[config.mk]
export PLATFORM = sky130hd
export DESIGN_NAME = daily_price_csv_parser
export DESIGN_NICKNAME = d
export VERILOG_FILES = /design/src/rtl/core/dpcsv_pkg.sv /design/src/rtl/core/dpcsv_step.sv /design/src/rtl/core/daily_price_csv_parser.sv
export SDC_FILE = /design/constraint.sdc
export NUM_CORES = 1
export LEC_CHECK = 0
export ABC_CLOCK_PERIOD_IN_PS = 5200
export BUFFER_PORTS_ARGS = -buffer_cell sky130_fd_sc_hd__buf_4
export CAP_MARGIN = 20
export CELL_PAD_IN_SITES_DETAIL_PLACEMENT = 0
export CELL_PAD_IN_SITES_GLOBAL_PLACEMENT = 1
export CORE_MARGIN = 10
export CORE_UTILIZATION = 25
export CTS_CLUSTER_DIAMETER = 200
export DETAILED_ROUTE_END_ITERATION = 6
export PLACE_DENSITY_LB_ADDON = 0.25
export RECOVER_POWER = 100
export SYNTH_ARGS = -nofsm -noshare
export SYNTH_HDL_FRONTEND = slang
export SYNTH_SLANG_ARGS = --single-unit
[constraint.sdc]
create_clock -name clk -period 5.2 [get_ports clk]
set_clock_uncertainty 0.15 [all_clocks]
set_input_delay 0.78 -clock clk [delete_from_list [all_inputs] [get_ports clk]]
set_output_delay 0.78 -clock clk [all_outputs]
set_load 0.05 [all_outputs]
[src/rtl/core/dpcsv_pkg.sv]
// Shared types, constants and helper functions for the daily price CSV parser.
// Used by dpcsv_step and daily_price_csv_parser; depends on nothing else.
package dpcsv_pkg;

	typedef enum logic [3:0] {
		PH_HEADER  = 4'd0,
		PH_YEAR    = 4'd1,
		PH_MONTH   = 4'd2,
		PH_DAY     = 4'd3,
		PH_OPEN    = 4'd4,
		PH_HIGH    = 4'd5,
		PH_LOW     = 4'd6,
		PH_CLOSE   = 4'd7,
		PH_ADJ     = 4'd8,
		PH_VOLUME  = 4'd9,
		PH_DONE    = 4'd10,
		PH_FAILED  = 4'd11,
		PH_HTTPERR = 4'd12
	} phase_t;

	localparam int HeaderLen = 41;
	localparam logic [8*HeaderLen-1:0] HeaderText =
		"Date,Open,High,Low,Close,Adj Close,Volume";

	localparam logic [7:0] CH_NEWLINE = 8'h0A;
	localparam logic [7:0] CH_COMMA   = 8'h2C;
	localparam logic [7:0] CH_DASH    = 8'h2D;
	localparam logic [7:0] CH_DOT     = 8'h2E;
	localparam logic [7:0] CH_ZERO    = 8'h30;
	localparam logic [7:0] CH_NINE    = 8'h39;

	localparam logic [9:0]  HTTP_OK    = 10'd200;
	localparam logic [14:0] YEAR_BASE  = 15'd1900;
	localparam logic [30:0] YEAR_MAX   = 31'd9999;
	localparam logic [30:0] TWO_DIGIT_MAX = 31'd99;
	localparam logic [30:0] VOLUME_MAX = 31'h7FFF_FFFF;

	typedef struct packed {
		phase_t             phase;
		logic [5:0]         pos;
		logic signed [14:0] year;
		logic signed [7:0]  month;
		logic [6:0]         day;
		logic [30:0]        volume;
	} parse_state_t;

	typedef struct packed {
		logic       char_valid;
		logic [4:0] pos;
		logic [7:0] char_byte;
		logic       field_end;
	} price_info_t;

	function automatic logic is_digit(input logic [7:0] b);
		return (b >= CH_ZERO) && (b <= CH_NINE);
	endfunction

	// Decimal accumulate: acc * 10 + digit, clamped at maxv.
	function automatic logic [30:0] acc_sat(input logic [30:0] acc, input logic [7:0] b,
			input logic [30:0] maxv);
		logic [34:0] v;
		v = {1'b0, acc, 3'b000} + {3'b000, acc, 1'b0} + {31'd0, b[3:0]};
		return (v > {4'd0, maxv}) ? maxv : v[30:0];
	endfunction

	// Expected header character at a position below HeaderLen.
	function automatic logic [7:0] header_char(input logic [5:0] idx);
		logic [7:0] c;
		c = 8'd0;
		for (int i = 0; i < HeaderLen; i++) begin
			if (idx == 6'(i))
				c = HeaderText[8*(HeaderLen-1-i) +: 8];
		end
		return c;
	endfunction

endpackage

[src/rtl/core/dpcsv_step.sv]
// Next-state and result logic for one byte of the daily price CSV parser.
// Uses dpcsv_pkg for the phase type, state record and character helpers.
module dpcsv_step #(
	parameter int MAX_FIELD_CHARS = 20
) (
	input  dpcsv_pkg::parse_state_t state_cur,
	input  logic [7:0]              data_byte,
	input  logic                    new_response,
	input  logic                    code_ok,
	output dpcsv_pkg::parse_state_t state_nxt,
	output dpcsv_pkg::price_info_t  price
);

	dpcsv_pkg::parse_state_t st;
	logic digit;

	always_comb begin
		st = state_cur;
		if (new_response) begin
			st.phase  = dpcsv_pkg::PH_HEADER;
			st.pos    = 6'd0;
			st.year   = 15'sd0;
			st.month  = 8'sd0;
			st.day    = 7'd0;
			st.volume = 31'd0;
		end
	end

	assign digit = dpcsv_pkg::is_digit(data_byte);

	always_comb begin
		state_nxt = st;
		price = '0;
		if (!code_ok) begin
			state_nxt.phase = dpcsv_pkg::PH_HTTPERR;
		end else begin
			unique case (st.phase)
				dpcsv_pkg::PH_HEADER: begin
					if (st.pos == 6'(dpcsv_pkg::HeaderLen) && data_byte == dpcsv_pkg::CH_NEWLINE)
						state_nxt.phase = dpcsv_pkg::PH_YEAR;
					else if (st.pos < 6'(dpcsv_pkg::HeaderLen) &&
							data_byte == dpcsv_pkg::header_char(st.pos))
						state_nxt.pos = st.pos + 6'd1;
					else
						state_nxt.phase = dpcsv_pkg::PH_FAILED;
				end
				dpcsv_pkg::PH_YEAR: begin
					if (data_byte == dpcsv_pkg::CH_DASH) begin
						state_nxt.year  = st.year - $signed(dpcsv_pkg::YEAR_BASE);
						state_nxt.phase = dpcsv_pkg::PH_MONTH;
					end else if (digit) begin
						state_nxt.year = $signed(15'(dpcsv_pkg::acc_sat(
							31'($unsigned(st.year)), data_byte, dpcsv_pkg::YEAR_MAX)));
					end else begin
						state_nxt.phase = dpcsv_pkg::PH_FAILED;
					end
				end
				dpcsv_pkg::PH_MONTH: begin
					if (data_byte == dpcsv_pkg::CH_DASH) begin
						state_nxt.month = st.month - 8'sd1;
						state_nxt.phase = dpcsv_pkg::PH_DAY;
					end else if (digit) begin
						state_nxt.month = $signed(8'(dpcsv_pkg::acc_sat(
							31'($unsigned(st.month)), data_byte, dpcsv_pkg::TWO_DIGIT_MAX)));
					end else begin
						state_nxt.phase = dpcsv_pkg::PH_FAILED;
					end
				end
				dpcsv_pkg::PH_DAY: begin
					if (data_byte == dpcsv_pkg::CH_COMMA) begin
						state_nxt.phase = dpcsv_pkg::PH_OPEN;
						state_nxt.pos   = 6'd0;
					end else if (digit) begin
						state_nxt.day = 7'(dpcsv_pkg::acc_sat(31'(st.day), data_byte,
							dpcsv_pkg::TWO_DIGIT_MAX));
					end else begin
						state_nxt.phase = dpcsv_pkg::PH_FAILED;
					end
				end
				dpcsv_pkg::PH_OPEN, dpcsv_pkg::PH_HIGH, dpcsv_pkg::PH_LOW,
				dpcsv_pkg::PH_CLOSE: begin
					if (data_byte == dpcsv_pkg::CH_COMMA) begin
						price.field_end = 1'b1;
						price.pos       = st.pos[4:0];
						state_nxt.phase = dpcsv_pkg::phase_t'(st.phase + 4'd1);
						state_nxt.pos   = 6'd0;
					end else if (st.pos < 6'(MAX_FIELD_CHARS) &&
							(data_byte == dpcsv_pkg::CH_DOT || digit)) begin
						price.char_valid = 1'b1;
						price.pos        = st.pos[4:0];
						price.char_byte  = data_byte;
						state_nxt.pos    = st.pos + 6'd1;
					end else begin
						state_nxt.phase = dpcsv_pkg::PH_FAILED;
					end
				end
				dpcsv_pkg::PH_ADJ: begin
					if (data_byte == dpcsv_pkg::CH_COMMA)
						state_nxt.phase = dpcsv_pkg::PH_VOLUME;
				end
				dpcsv_pkg::PH_VOLUME: begin
					if (data_byte == dpcsv_pkg::CH_NEWLINE)
						state_nxt.phase = dpcsv_pkg::PH_DONE;
					else if (digit)
						state_nxt.volume = dpcsv_pkg::acc_sat(st.volume, data_byte,
							dpcsv_pkg::VOLUME_MAX);
					else
						state_nxt.phase = dpcsv_pkg::PH_FAILED;
				end
				default: begin
					// Done, failed and HTTP error hold until a new response.
				end
			endcase
		end
	end

endmodule

[src/rtl/core/daily_price_csv_parser.sv]
// Daily price CSV parser, top level: input register, parse state and result register.
// Depends on dpcsv_pkg and dpcsv_step.
//
// Usage: response body bytes arrive on the s_ stream, one byte per request, with
// s_tuser[0] marking the first byte of a new response (it clears the parse state).
// Each byte yields exactly one result on the m_ stream: the phase after the byte,
// price character and field-end markers, and the date and volume accumulators.
// The response code is written on the cfg channel while the block is idle; any
// value other than 200 drives the HTTP error phase until the code is 200 again and a new response arrives.
// The byte is registered in the input register and its result in the output register,
// which drives m_tvalid; throughput is one byte per cycle while m_tready stays high,
// as the parse step is combinational on the state registers.
// Reset clears the parse state to the header phase and the response code to 200.
// When the receiver stalls, the result waits in the output register and one more
// byte is held in the input register; s_tready then drops until m_tready returns.
module daily_price_csv_parser #(
	parameter int MAX_FIELD_CHARS = 20
) (
	input  logic        clk,
	input  logic        arst_n,
	input  logic        s_tvalid,
	output logic        s_tready,
	input  logic [7:0]  s_tdata,   // [7:0] data_byte
	input  logic [0:0]  s_tuser,   // [0] new_response
	output logic        m_tvalid,
	input  logic        m_tready,
	// [3:0] phase, [8:4] price_pos, [16:9] price_char, [31:17] year_since_1900,
	// [39:32] month_index, [46:40] day_of_month, [77:47] volume, [79:78] zero
	output logic [79:0] m_tdata,
	output logic [1:0]  m_tuser,   // [0] price_char_valid, [1] field_end
	input  logic        cfg_valid,
	output logic        cfg_ready,
	input  logic [9:0]  cfg_data
);

	logic                    valid_s1;
	logic [7:0]              byte_s1;
	logic                    newresp_s1;
	logic [9:0]              code_q;
	dpcsv_pkg::parse_state_t state_q;
	dpcsv_pkg::parse_state_t state_d;
	dpcsv_pkg::price_info_t  price_d;
	dpcsv_pkg::price_info_t  price_q;
	logic                    out_valid_q;
	logic                    advance;

	assign advance   = valid_s1 && (!out_valid_q || m_tready);
	assign s_tready  = !valid_s1 || advance;
	assign cfg_ready = 1'b1;

	dpcsv_step #(
		.MAX_FIELD_CHARS(MAX_FIELD_CHARS)
	) u_step (
		.state_cur   (state_q),
		.data_byte   (byte_s1),
		.new_response(newresp_s1),
		.code_ok     (code_q == dpcsv_pkg::HTTP_OK),
		.state_nxt   (state_d),
		.price       (price_d)
	);

	always_ff @(posedge clk or negedge arst_n) begin
		if (!arst_n) begin
			valid_s1     <= 1'b0;
			out_valid_q  <= 1'b0;
			code_q       <= dpcsv_pkg::HTTP_OK;
			state_q.phase  <= dpcsv_pkg::PH_HEADER;
			state_q.pos    <= 6'd0;
			state_q.year   <= 15'sd0;
			state_q.month  <= 8'sd0;
			state_q.day    <= 7'd0;
			state_q.volume <= 31'd0;
		end else begin
			if (cfg_valid)
				code_q <= cfg_data;
			if (s_tvalid && s_tready)
				valid_s1 <= 1'b1;
			else if (advance)
				valid_s1 <= 1'b0;
			if (advance) begin
				state_q     <= state_d;
				out_valid_q <= 1'b1;
			end else if (m_tready) begin
				out_valid_q <= 1'b0;
			end
		end
	end

	always_ff @(posedge clk) begin
		if (s_tvalid && s_tready) begin
			byte_s1    <= s_tdata;
			newresp_s1 <= s_tuser[0];
		end
		if (advance)
			price_q <= price_d;
	end

	assign m_tvalid = out_valid_q;
	assign m_tuser  = {price_q.field_end, price_q.char_valid};
	assign m_tdata  = {2'b00, state_q.volume, state_q.day, state_q.month, state_q.year,
		price_q.char_byte, price_q.pos, state_q.phase};

endmodule

; ---- Yosys cells after proc, flatten, opt, wreduce, memory -nomap -nowiden
; Index checks and enable logic that the tools add are counted.
[word_totals]
ff_bits = 107
inputBits = 24
word_cells = 199
[classes]
addsub = 12
order_cmp = 8
n_eq_ne = 56
mux = 86
bitwise_logic = 3
reduce_logical = 19
[op_table]
columns = op, n
row1 = 7-bit two-way mux, 45
row2 = 31-bit two-way mux, 4
row3 = "6-bit by 5-bit equality test with 1-bit output, second input constant", 16
row4 = 71-bit two-way mux, 1
row5 = "35-bit by 7-bit > comparator with 1-bit output, second input constant", 2
row6 = 67-bit two-way mux, 1
row7 = "6-bit equality test, second input constant", 10
row8 = 15-bit two-way mux, 4
row9 = 8-bit two-way mux, 7
row10 = "6-bit by 4-bit equality test with 1-bit output, second input constant", 8
row11 = 4-bit two-way mux, 10
row12 = 34-bit by 32-bit adder with 35-bit output, 1
row13 = 35-bit by 4-bit adder with 35-bit output, 1
row14 = "35-bit by 14-bit > comparator with 1-bit output, second input constant", 1
row15 = "35-bit by 31-bit > comparator with 1-bit output, second input constant", 1
row16 = 4-bit one-hot mux with 7 select lines, 1
row17 = "6-bit by 3-bit equality test with 1-bit output, second input constant", 4
row18 = "8-bit by 6-bit equality test with 1-bit output, second input constant", 3
row19 = 6-bit two-way mux, 4
row20 = 19-bit by 4-bit adder with 20-bit output, 1
row21 = 18-bit by 16-bit adder with 19-bit output, 1
row22 = 6-bit one-hot mux with 3 select lines, 1
row23 = "4-bit by 3-bit equality test with 1-bit output, second input constant", 4
row24 = "15-bit by 12-bit subtractor with 15-bit output, second input constant", 1
row25 = other kinds (33), 52

; ---- Depth between registers and ports, before layout
; Gate-level depths: netlist of the first run.
[depth]
word_depth = 52
mapped_depth = 22
ltp_nobuf = 16

; ---- By module
; A second synthesis of the first run with hierarchy kept.
[unflattened]
cells_unflattened = 1333
hier_area_um2 = 11921.4
[by_module_without_submodules]
columns = module, instances, cells_per_inst, area_each_um2, seq_area_each_um2
row1 = dpcsv_step, 1, 1056, 7260.7, 0.0
row2 = daily_price_csv_parser, 1, 277, 4660.7, 2801.4

; ---- Least setup slack after synthesis of the first run
; OpenSTA, ideal clock, no wires.
[synth_path]
path_kind = reg-to-reg
start = reg newresp_s1
end = reg state_q, in the netlist m_tdata[17]
setup_ps = 122
arrival_time_ps = 5061
t_required_ps = 4928
path_slack_ps = -133
stages_incl_launch_ff = 21
synth_period_minus_slack_ps = 5333
path_cell_list = edfxtp_1 -> buf_2 -> buf_2 -> buf_1 -> clkbuf_1 -> clkbuf_1 -> clkbuf_1 -> clkbuf_1 -> nor2b_1 -> fa_1 -> inv_1 -> fa_1 -> nor2b_1 -> o21ai_0 -> a21boi_0 -> o21ai_0 -> a21o_1 -> a2111oi_0 -> o41a_1 -> o211ai_1 -> a32o_1
[synth_between]
elab_chain_cells = 9
word_cells_on_any_way = 11
cone_classes = 3 x add/sub / 1 x order compare / 1 x eq/ne / 6 x mux
[synth_rtl]
columns = item, line_no
row1 = "start, declared", daily_price_csv_parser.sv:38  ; logic newresp_s1;
row2 = "start signal, assigned", daily_price_csv_parser.sv:92  ; newresp_s1 <= s_tuser[0];
row3 = 71-bit two-way mux (*), dpcsv_step.sv:19  ; if (new_response) begin
row4 = 18-bit by 16-bit adder with 19-bit output, dpcsv_pkg.sv:62  ; v = {1'b0, acc, 3'b000} + {3'b000, acc, 1'b0} + {31'd0, b[3:0]};
row5 = 19-bit by 4-bit adder with 20-bit output, dpcsv_pkg.sv:62
row6 = 35-bit by 14-bit > comparator with 1-bit output, dpcsv_pkg.sv:63  ; return (v > {4'd0, maxv}) ? maxv : v[30:0];
row7 = 15-bit two-way mux, dpcsv_pkg.sv:63
row8 = 15-bit two-way mux, dpcsv_step.sv:51  ; end else if (digit) begin
row9 = 15-bit two-way mux, dpcsv_step.sv:48  ; if (data_byte == dpcsv_pkg::CH_DASH) begin
row10 = 15-bit two-way mux, dpcsv_step.sv:37  ; unique case (st.phase)
row11 = 67-bit two-way mux (*), dpcsv_step.sv:34  ; if (!code_ok) begin
row12 = "end signal, assigned", daily_price_csv_parser.sv:81  ; state_q <= state_d;
row13 = "end, declared", daily_price_csv_parser.sv:40  ; dpcsv_pkg::parse_state_t state_q;
; Every way passes the cells marked *; elsewhere a longest branch is shown, timed or not.
; A chain may end at the register's enable or synchronous reset.

; ---- Final worst setup path of the first run
[layout_path]
start = reg newresp_s1
end = reg state_q, in the netlist m_tdata[56]
[layout_between]
elab_chain_cells = 9
word_cells_on_any_way = 10
cone_classes = 2 x add/sub / 1 x order compare / 1 x eq/ne / 6 x mux
[layout_rtl]
columns = item, line_no
row1 = 71-bit two-way mux (*), dpcsv_step.sv:19
row2 = 34-bit by 32-bit adder with 35-bit output, dpcsv_pkg.sv:62
row3 = 35-bit by 4-bit adder with 35-bit output, dpcsv_pkg.sv:62
row4 = 35-bit by 31-bit > comparator with 1-bit output, dpcsv_pkg.sv:63
row5 = 31-bit two-way mux, dpcsv_pkg.sv:63
row6 = 31-bit two-way mux, dpcsv_step.sv:104  ; else if (digit)
row7 = 31-bit two-way mux, dpcsv_step.sv:102  ; if (data_byte == dpcsv_pkg::CH_NEWLINE)
row8 = 31-bit two-way mux, dpcsv_step.sv:37
row9 = 67-bit two-way mux (*), dpcsv_step.sv:34
; Marked as above.

==> out/results.tsv, run 1 <==
metric	value	unit
dieHeight	235	um
rsz0062_at_grt	no	
n_antenna_cell	0	
clk_latency	0.40	ns
drc	0	
hold_path.startpoint	valid_s1	
cp_max_fo	23	
synthCells	1393	
core	0.0455	mm^2
maxCapViolations	1	
nNetsFinal	1570	
cts_max_path_buffers	2	
design_area	0.0125	mm^2
seq_area	0.00280	mm^2
r2r-start	newresp_s1	
switching_power	0.000647	W
swShare	32.2	%
crit_buf_inv	2	
grt_max_degree	62	
hold_class	reg -> reg	
endpoint_kind	register	
async_flop_share	77.6	%
maxSlewViolCount	62	
worstReg2RegEnd	m_tdata[56]	
top_usage_layer	met2	
start_util	25.4	%
grt_pass1_vias	10400	
power.density	161	mW/mm^2
hold_depth	1	
post_drt_via_cell_ratio	5.20	
dp_slack	0.659	ns
arrival	4.89	ns
ioPinCount	109	
area_growth	8.15	%
nFillCells	5031	
hold_path_end	m_tvalid	
reg2reg_depth	14	
critPathKind	reg -> reg	
total_power	0.00201	W
start_kind	register	
grtUsageMet2	23.8	%
gr-usage-met3	2.83	%
max_stage_delay	0.66	ns
slowest_stage	edfxtp_1	
post-route-period-util	91.8	%
synthDominantCellAreaShare	17.3	%
yosysSeqAreaShare	24.3	%
synth.distinct_cells	92	
reg2reg_slack	0.43	ns
synth.avg_cell_area	8.28	um^2
grt_util_all_layers	13.9	%
met1_usage	17.8	%
outcome	finished, violations left	
postCtsSetupRepairBufs	0	
hpwlAfterDp	30000	um
setup_slack	0.428	ns
yosysWarnings	0	
finish.utilization	27.4	%
crit_chain	nor2b_1 -> fa_1 -> inv_1 -> fa_1 -> nor2b_1 -> o31a_1 -> o21bai_1 -> a211o_1 -> a211oi_1 -> o31ai_1 -> mux2i_2 -> clkbuf_2 -> a211oi_1 -> o21ai_0	
cp_top_family	compound AO/OA/AOI/OAI gates	
p_int	0.00137	W
cts_root_buf	clkbuf_16	
pwr-share-comb	16.1	%
crit_required	5.32	ns
synth_top_area_cell	dfrtp_1	
dieWidth	235	um
ir_drop	0.125	mV
holdBufCountCts	0	
synth_edf_count	24	
grt_overflow	0	
p_seq_share	45.9	%
cts_tree	done	
vias	10500	
setup_viol	0	
leakagePower	5.53	nW
synth_ff_type	dfrtp_1	
fmaxAchievable	0.210	GHz
hold_viol_final	0	
dpl_cell_area	0.0125	mm^2
pwr-share-clk	38.0	%
rows	78	
htreeDepth	3	
grt_first_pass_wirelength	62000	um
antenna_found_initial	0	
synth_area	0.0115	mm^2
numCtsBuffers	9	
relSlewSlack	-153	%
clkTransAtPathRegs	0.08	ns
wl	39400	um
drive_gt1_share	7.48	%
ant_nets	0	
synth_area_leaders	dfrtp_1 17%, ha_1 14%, edfxtp_1 6.2%	
die_area	0.0552	mm^2
period_minus_slack	4.77	ns
drt_iter0_drc	694	
synth_seq_cells	107	
numPortBuffers	105	
cts.sinks	107	
violations	capacitance limit, slew limit	
tightest_slew	3.80	ns
cts_resized	0	
place.gp.congestion	0.845	
tns	0	ns
multi_input_area	0.00773	mm^2
dr.pass1.iters	7	
wl_per_cell	19.5	um
==> power groups by stage <==
stage / combinational (W) / sequential [W] / clock (W)
finish: 0.000325 / 0.000923 / 0.000765
global route: 0.000356 / 0.000926 / 0.000827
CTS: 0.000343 / 0.000922 / 0.000799
detailed placement: 0.000342 / 0.000940 / 0
global placement: 0.000339 / 0.000939 / 0
floorplan: 0.000200 / 0.000943 / 0
==> cell families (layout without fill, tap and decap cells) <==
family	Yosys count	count (layout)	synth area share [%]
AND/OR/NAND/NOR	494	494	22.7
other	2	5	0.0651
adder cells (fa/ha/maj)	133	133	14.9
XOR/XNOR	52	52	4.01
flip-flops	107	107	24.3
buffers and inverters	184	206	9.02
multiplexers	18	18	1.67
AO/OA/AOI/OAI	403	403	23.4
==> flip-flops by register name (all words and copies together), names as in the netlist <==
signal / count
byte_s1: 8
state_q: 6
valid_s1: 1
code_q: 10
m_tdata: 78
m_tuser: 2
m_tvalid: 1
newresp_s1: 1
==> Yosys cell counts, drive strengths merged (14+ instances only) <==
| library cell | instances |
|---|---|
| nor2 | 83 |
| o21a | 15 |
| xor2 | 14 |
| ha | 125 |
| nand2 | 132 |
| and2 | 14 |
| nand4 | 14 |
| a21oi | 83 |
| a31oi | 24 |
| o31ai | 15 |
| a21o | 30 |
| o211ai | 16 |
| dfrtp | 80 |
| nand3 | 30 |
| edfxtp | 24 |
| buf | 96 |
| xnor2 | 38 |
| a211oi | 15 |
| nor2b | 72 |
| inv | 50 |
| nor3 | 45 |
| o21ai | 101 |
| clkbuf | 36 |
==> layout make-up <==
| cell class | count | area share [%] |
|---|---|---|
| clock buffer | 10 | 1.83 |
| clock inverter | 6 | 0.591 |
| inverter | 52 | 1.56 |
| multi-input combinational | 1105 | 61.9 |
| sequential | 107 | 22.4 |
| tap | 600 | 6.02 |
| timing repair buffer | 138 | 5.63 |
==> routing by layer <==
| layer | vias up | share of wire, % |
|---|---|---|
| met5 | - | 0 |
| li1 | 5118 | - |
| met4 | 0 | 1.1 |
| met2 | 227 | 49 |
| met3 | 26 | 4.0 |
| met1 | 5121 | 46 |
==> how the worst max path moves through the flow <==
stage	startpoint	to	depth (start not counted)
final	newresp_s1	m_tdata[56]	14
after global routing	newresp_s1	m_tdata[56]	14
after CTS	newresp_s1	m_tdata[17]	14
after detailed placement	newresp_s1	m_tdata[17]	14
after global placement	newresp_s1	m_tdata[17]	14
after floorplan	newresp_s1	m_tdata[17]	20
==> cell usage in the layout (no fill, tap or decap), types with 8 or more instances in the layout <==
cell / Yosys / final
nor2b_1: 72 / 72
ha_1: 125 / 125
o21a_1: 15 / 15
clkbuf_16: 0 / 9
a31oi_1: 24 / 24
a21oi_1: 83 / 83
xnor2_1: 38 / 38
edfxtp_1: 24 / 24
nand4_1: 14 / 14
and3_1: 12 / 12
inv_1: 48 / 48
and2_1: 14 / 11
o21ai_0: 98 / 98
o211ai_1: 16 / 16
nand3_1: 30 / 30
a41oi_1: 9 / 9
nand2b_1: 13 / 13
fa_1: 8 / 8
nand3b_1: 12 / 12
nor3b_1: 8 / 8
nor3_1: 45 / 45
mux2_2: 10 / 10
o31ai_1: 14 / 14
nor4b_1: 9 / 8
buf_4: 74 / 35
a211oi_1: 14 / 15
nor2_1: 83 / 83
clkbuf_1: 36 / 93
or3_1: 10 / 10
xor2_1: 13 / 13
dfrtp_1: 80 / 80
a21o_1: 30 / 30
nand2_1: 132 / 132
==> stage by stage <==
step | hold slack (ns) | std cells
after global placement | 0.320 | 2001
after global routing | 0.382 | 2018
after floorplan | 0.304 | 1396
final | 0.344 | 2018
after detailed placement | 0.332 | 2002
after CTS | 0.350 | 2018
(Power assumes the default switching activity.)
==> run 2, diff against run 1 <==
--- a/config.mk
+++ b/config.mk
@@ -10,12 +10,14 @@
 export CAP_MARGIN = 20
 export CELL_PAD_IN_SITES_DETAIL_PLACEMENT = 0
 export CELL_PAD_IN_SITES_GLOBAL_PLACEMENT = 1
+export CORE_ASPECT_RATIO = 1.2
 export CORE_MARGIN = 10
 export CORE_UTILIZATION = 25
 export CTS_CLUSTER_DIAMETER = 200
 export DETAILED_ROUTE_END_ITERATION = 6
+export GPL_ROUTABILITY_DRIVEN = 0
 export PLACE_DENSITY_LB_ADDON = 0.25
-export RECOVER_POWER = 100
+export RECOVER_POWER = 25
 export SYNTH_ARGS = -nofsm -noshare
 export SYNTH_HDL_FRONTEND = slang
 export SYNTH_SLANG_ARGS = --single-unit
==> run 2 against run 1 <==
Compared with the run above: the run still ends with capacitance limit, slew limit left; flip-flop and latch count stayed put; critical path depth stayed put; utilization is 0.62 points higher; cell count is 0.89% higher; wire length is 1.8% higher; global-route usage is 0.30 points higher; sequential power hardly changed; setup slack better by 0.061 ns; sequential share of layout area is 0.67 points lower; maximum frequency is 1.3% higher; non-clock buffer count is 2 higher; highest routed layer unchanged.
==> out/results.tsv, run 2 (synthesis results as in run 1) <==
metric	value	unit	change
outcome	finished, violations left		
violations	capacitance limit, slew limit		
post-route-period-util	90.6	%	-1.2 points
hold_viol_final	0		unchanged
period_minus_slack	4.71	ns	-0.0612 ns
clkTransAtPathRegs	0.09	ns	about the same
vias	10400		-0.47%
cts_tree	done		
cts_root_buf	clkbuf_16		
nNetsFinal	1572		+0.13%
dieWidth	216	um	-8.0%
ir_drop	0.122	mV	-2.2%
dr_wl_met2	20700	um	+7.7%
wl_per_cell	19.7	um	+0.94%
ant_nets	0		unchanged
met1Wirelength	17500	um	-3.5%
cts_max_path_buffers	2		unchanged
total_power	0.00201	W	-0.12%
arrival	4.82	ns	-0.07 ns
maxSlewViolCount	41		-34%
grt_max_degree	45		-27%
grt_first_pass_wirelength	62800	um	+1.4%
dr.pass1.iters	5		-2
endpoint_kind	register		
cts.sinks	107		unchanged
wl_met3	1350	um	-15%
leakagePower	5.91	nW	+6.9%
tns	0	ns	unchanged
fmaxAchievable	0.212	GHz	+1.3%
dieHeight	255	um	+8.7%
grt_pass1_vias	10600		+2.4%
tightest_slew	2.48	ns	-1.32 ns
drt_iter0_drc	585		-16%
top_layer_used	met4		
rows	86		+10%
crit_required	5.31	ns	about the same
grt_util_all_layers	14.2	%	+0.30 points
grt_overflow	0		unchanged
largest_reg_flops	78		unchanged
post_drt_via_cell_ratio	5.13		-1.3%
die_area	0.0552	mm^2	about the same
numCtsBuffers	9		unchanged
start_util	25.2	%	-0.20 points
cp_max_fo	15		-35%
wl	40100	um	+1.8%
start_kind	register		
layout_common_cells	132 x nand2_1, 125 x ha_1, 125 x buf_4		
holdBufCountCts	0		unchanged
power.density	156	mW/mm^2	-3.1%
critPathKind	reg -> reg		
rsz0062_at_grt	no		
postCtsSetupRepairBufs	0		unchanged
area_growth	11.5	%	
final_common_cell	nand2_1		
hold_class	reg -> reg		
cts_resized	0		unchanged
drc	0		unchanged
antenna_found_initial	0		unchanged
maxCapViolations	1		unchanged
core	0.0458	mm^2	+0.79%
n_antenna_cell	0		unchanged
instances_no_fill	2036		+0.89%
drive_gt1_share	13.8	%	+6.3 points
placed_cells	2019		+0.85%
numPortBuffers	105		unchanged
setup_viol	0		unchanged
hpwlAfterDp	30800	um	+2.7%
htreeDepth	3		unchanged
relSlewSlack	-65.3	%	+88 points
ioPinCount	109		unchanged
clk_latency	0.38	ns	-0.02 ns
## run 2: cell count changes in the layout (fill, tap and decap cells not counted), sizes merged
cell      change
bufinv        -1
clkbuf       -89
clkinv        +4
clkinvlp      -2
buf          +90
## run 2: path summary, 6_finish.rpt
path,cells after the start,to,slack [ns],from
setup / recovery,14,m_tdata[17],0.49,newresp_s1
hold / removal,1,m_tvalid,0.34,valid_s1
setup reg to reg,14,m_tdata[17],0.49,newresp_s1
hold reg to reg,1,m_tvalid,0.34,valid_s1
max in group asynchronous,2,m_tdata[61],1.54,arst_n
min in group asynchronous,1,m_tvalid,1.00,arst_n
## run 2: metal layers
metal  up-vias  track usage [%]
li1       5115                -
met1      5109             17.2
met2       194             25.7
met3        25             2.16
met4         0             3.21
met5         -                0
## run 2: area by class of cell
| class | instances | area, um^2 |
|---|---|---|
| timing repair buffer | 140 | 1060 |
| tap | 616 | 771 |
| inverter | 52 | 195 |
| multi-input combinational | 1105 | 7730 |
| sequential | 107 | 2800 |
| fill | 5096 | 33000 |
| clock inverter | 7 | 86.3 |
| clock buffer | 9 | 225 |
## run 2: report_power, final
group / internal [W] / leakage [nW] / switching [W]
combinational: 0.000108 / 4.41 / 0.000227
clock: 0.000348 / 0.151 / 0.000403
sequential: 0.000886 / 1.35 / 0.0000388
## run 2: through the flow
step	hold WS [ns]	area [um^2]	utilization [%]	worst slack [ns]
floorplan	0.304	11600	-	0.0482
global placement	0.320	12500	27.3	0.601
detailed placement	0.333	12500	27.4	0.528
CTS	0.251	12900	28.0	0.481
global route	0.386	12900	28.1	0.0853
finish	0.345	12900	28.1	0.489
## run 2: critical path, cell delays in order, from the launching register on
cell,delay (ns)
edfxtp_1,0.73
nor2b_1,0.10
buf_4,0.18
fa_1,0.54
inv_1,0.07
fa_1,0.46
nor2b_1,0.13
o21ai_0,0.10
a21boi_0,0.36
o21ai_0,0.22
a21o_1,0.23
a2111oi_0,0.47
o41a_1,0.46
o211ai_1,0.13
a32o_1,0.27
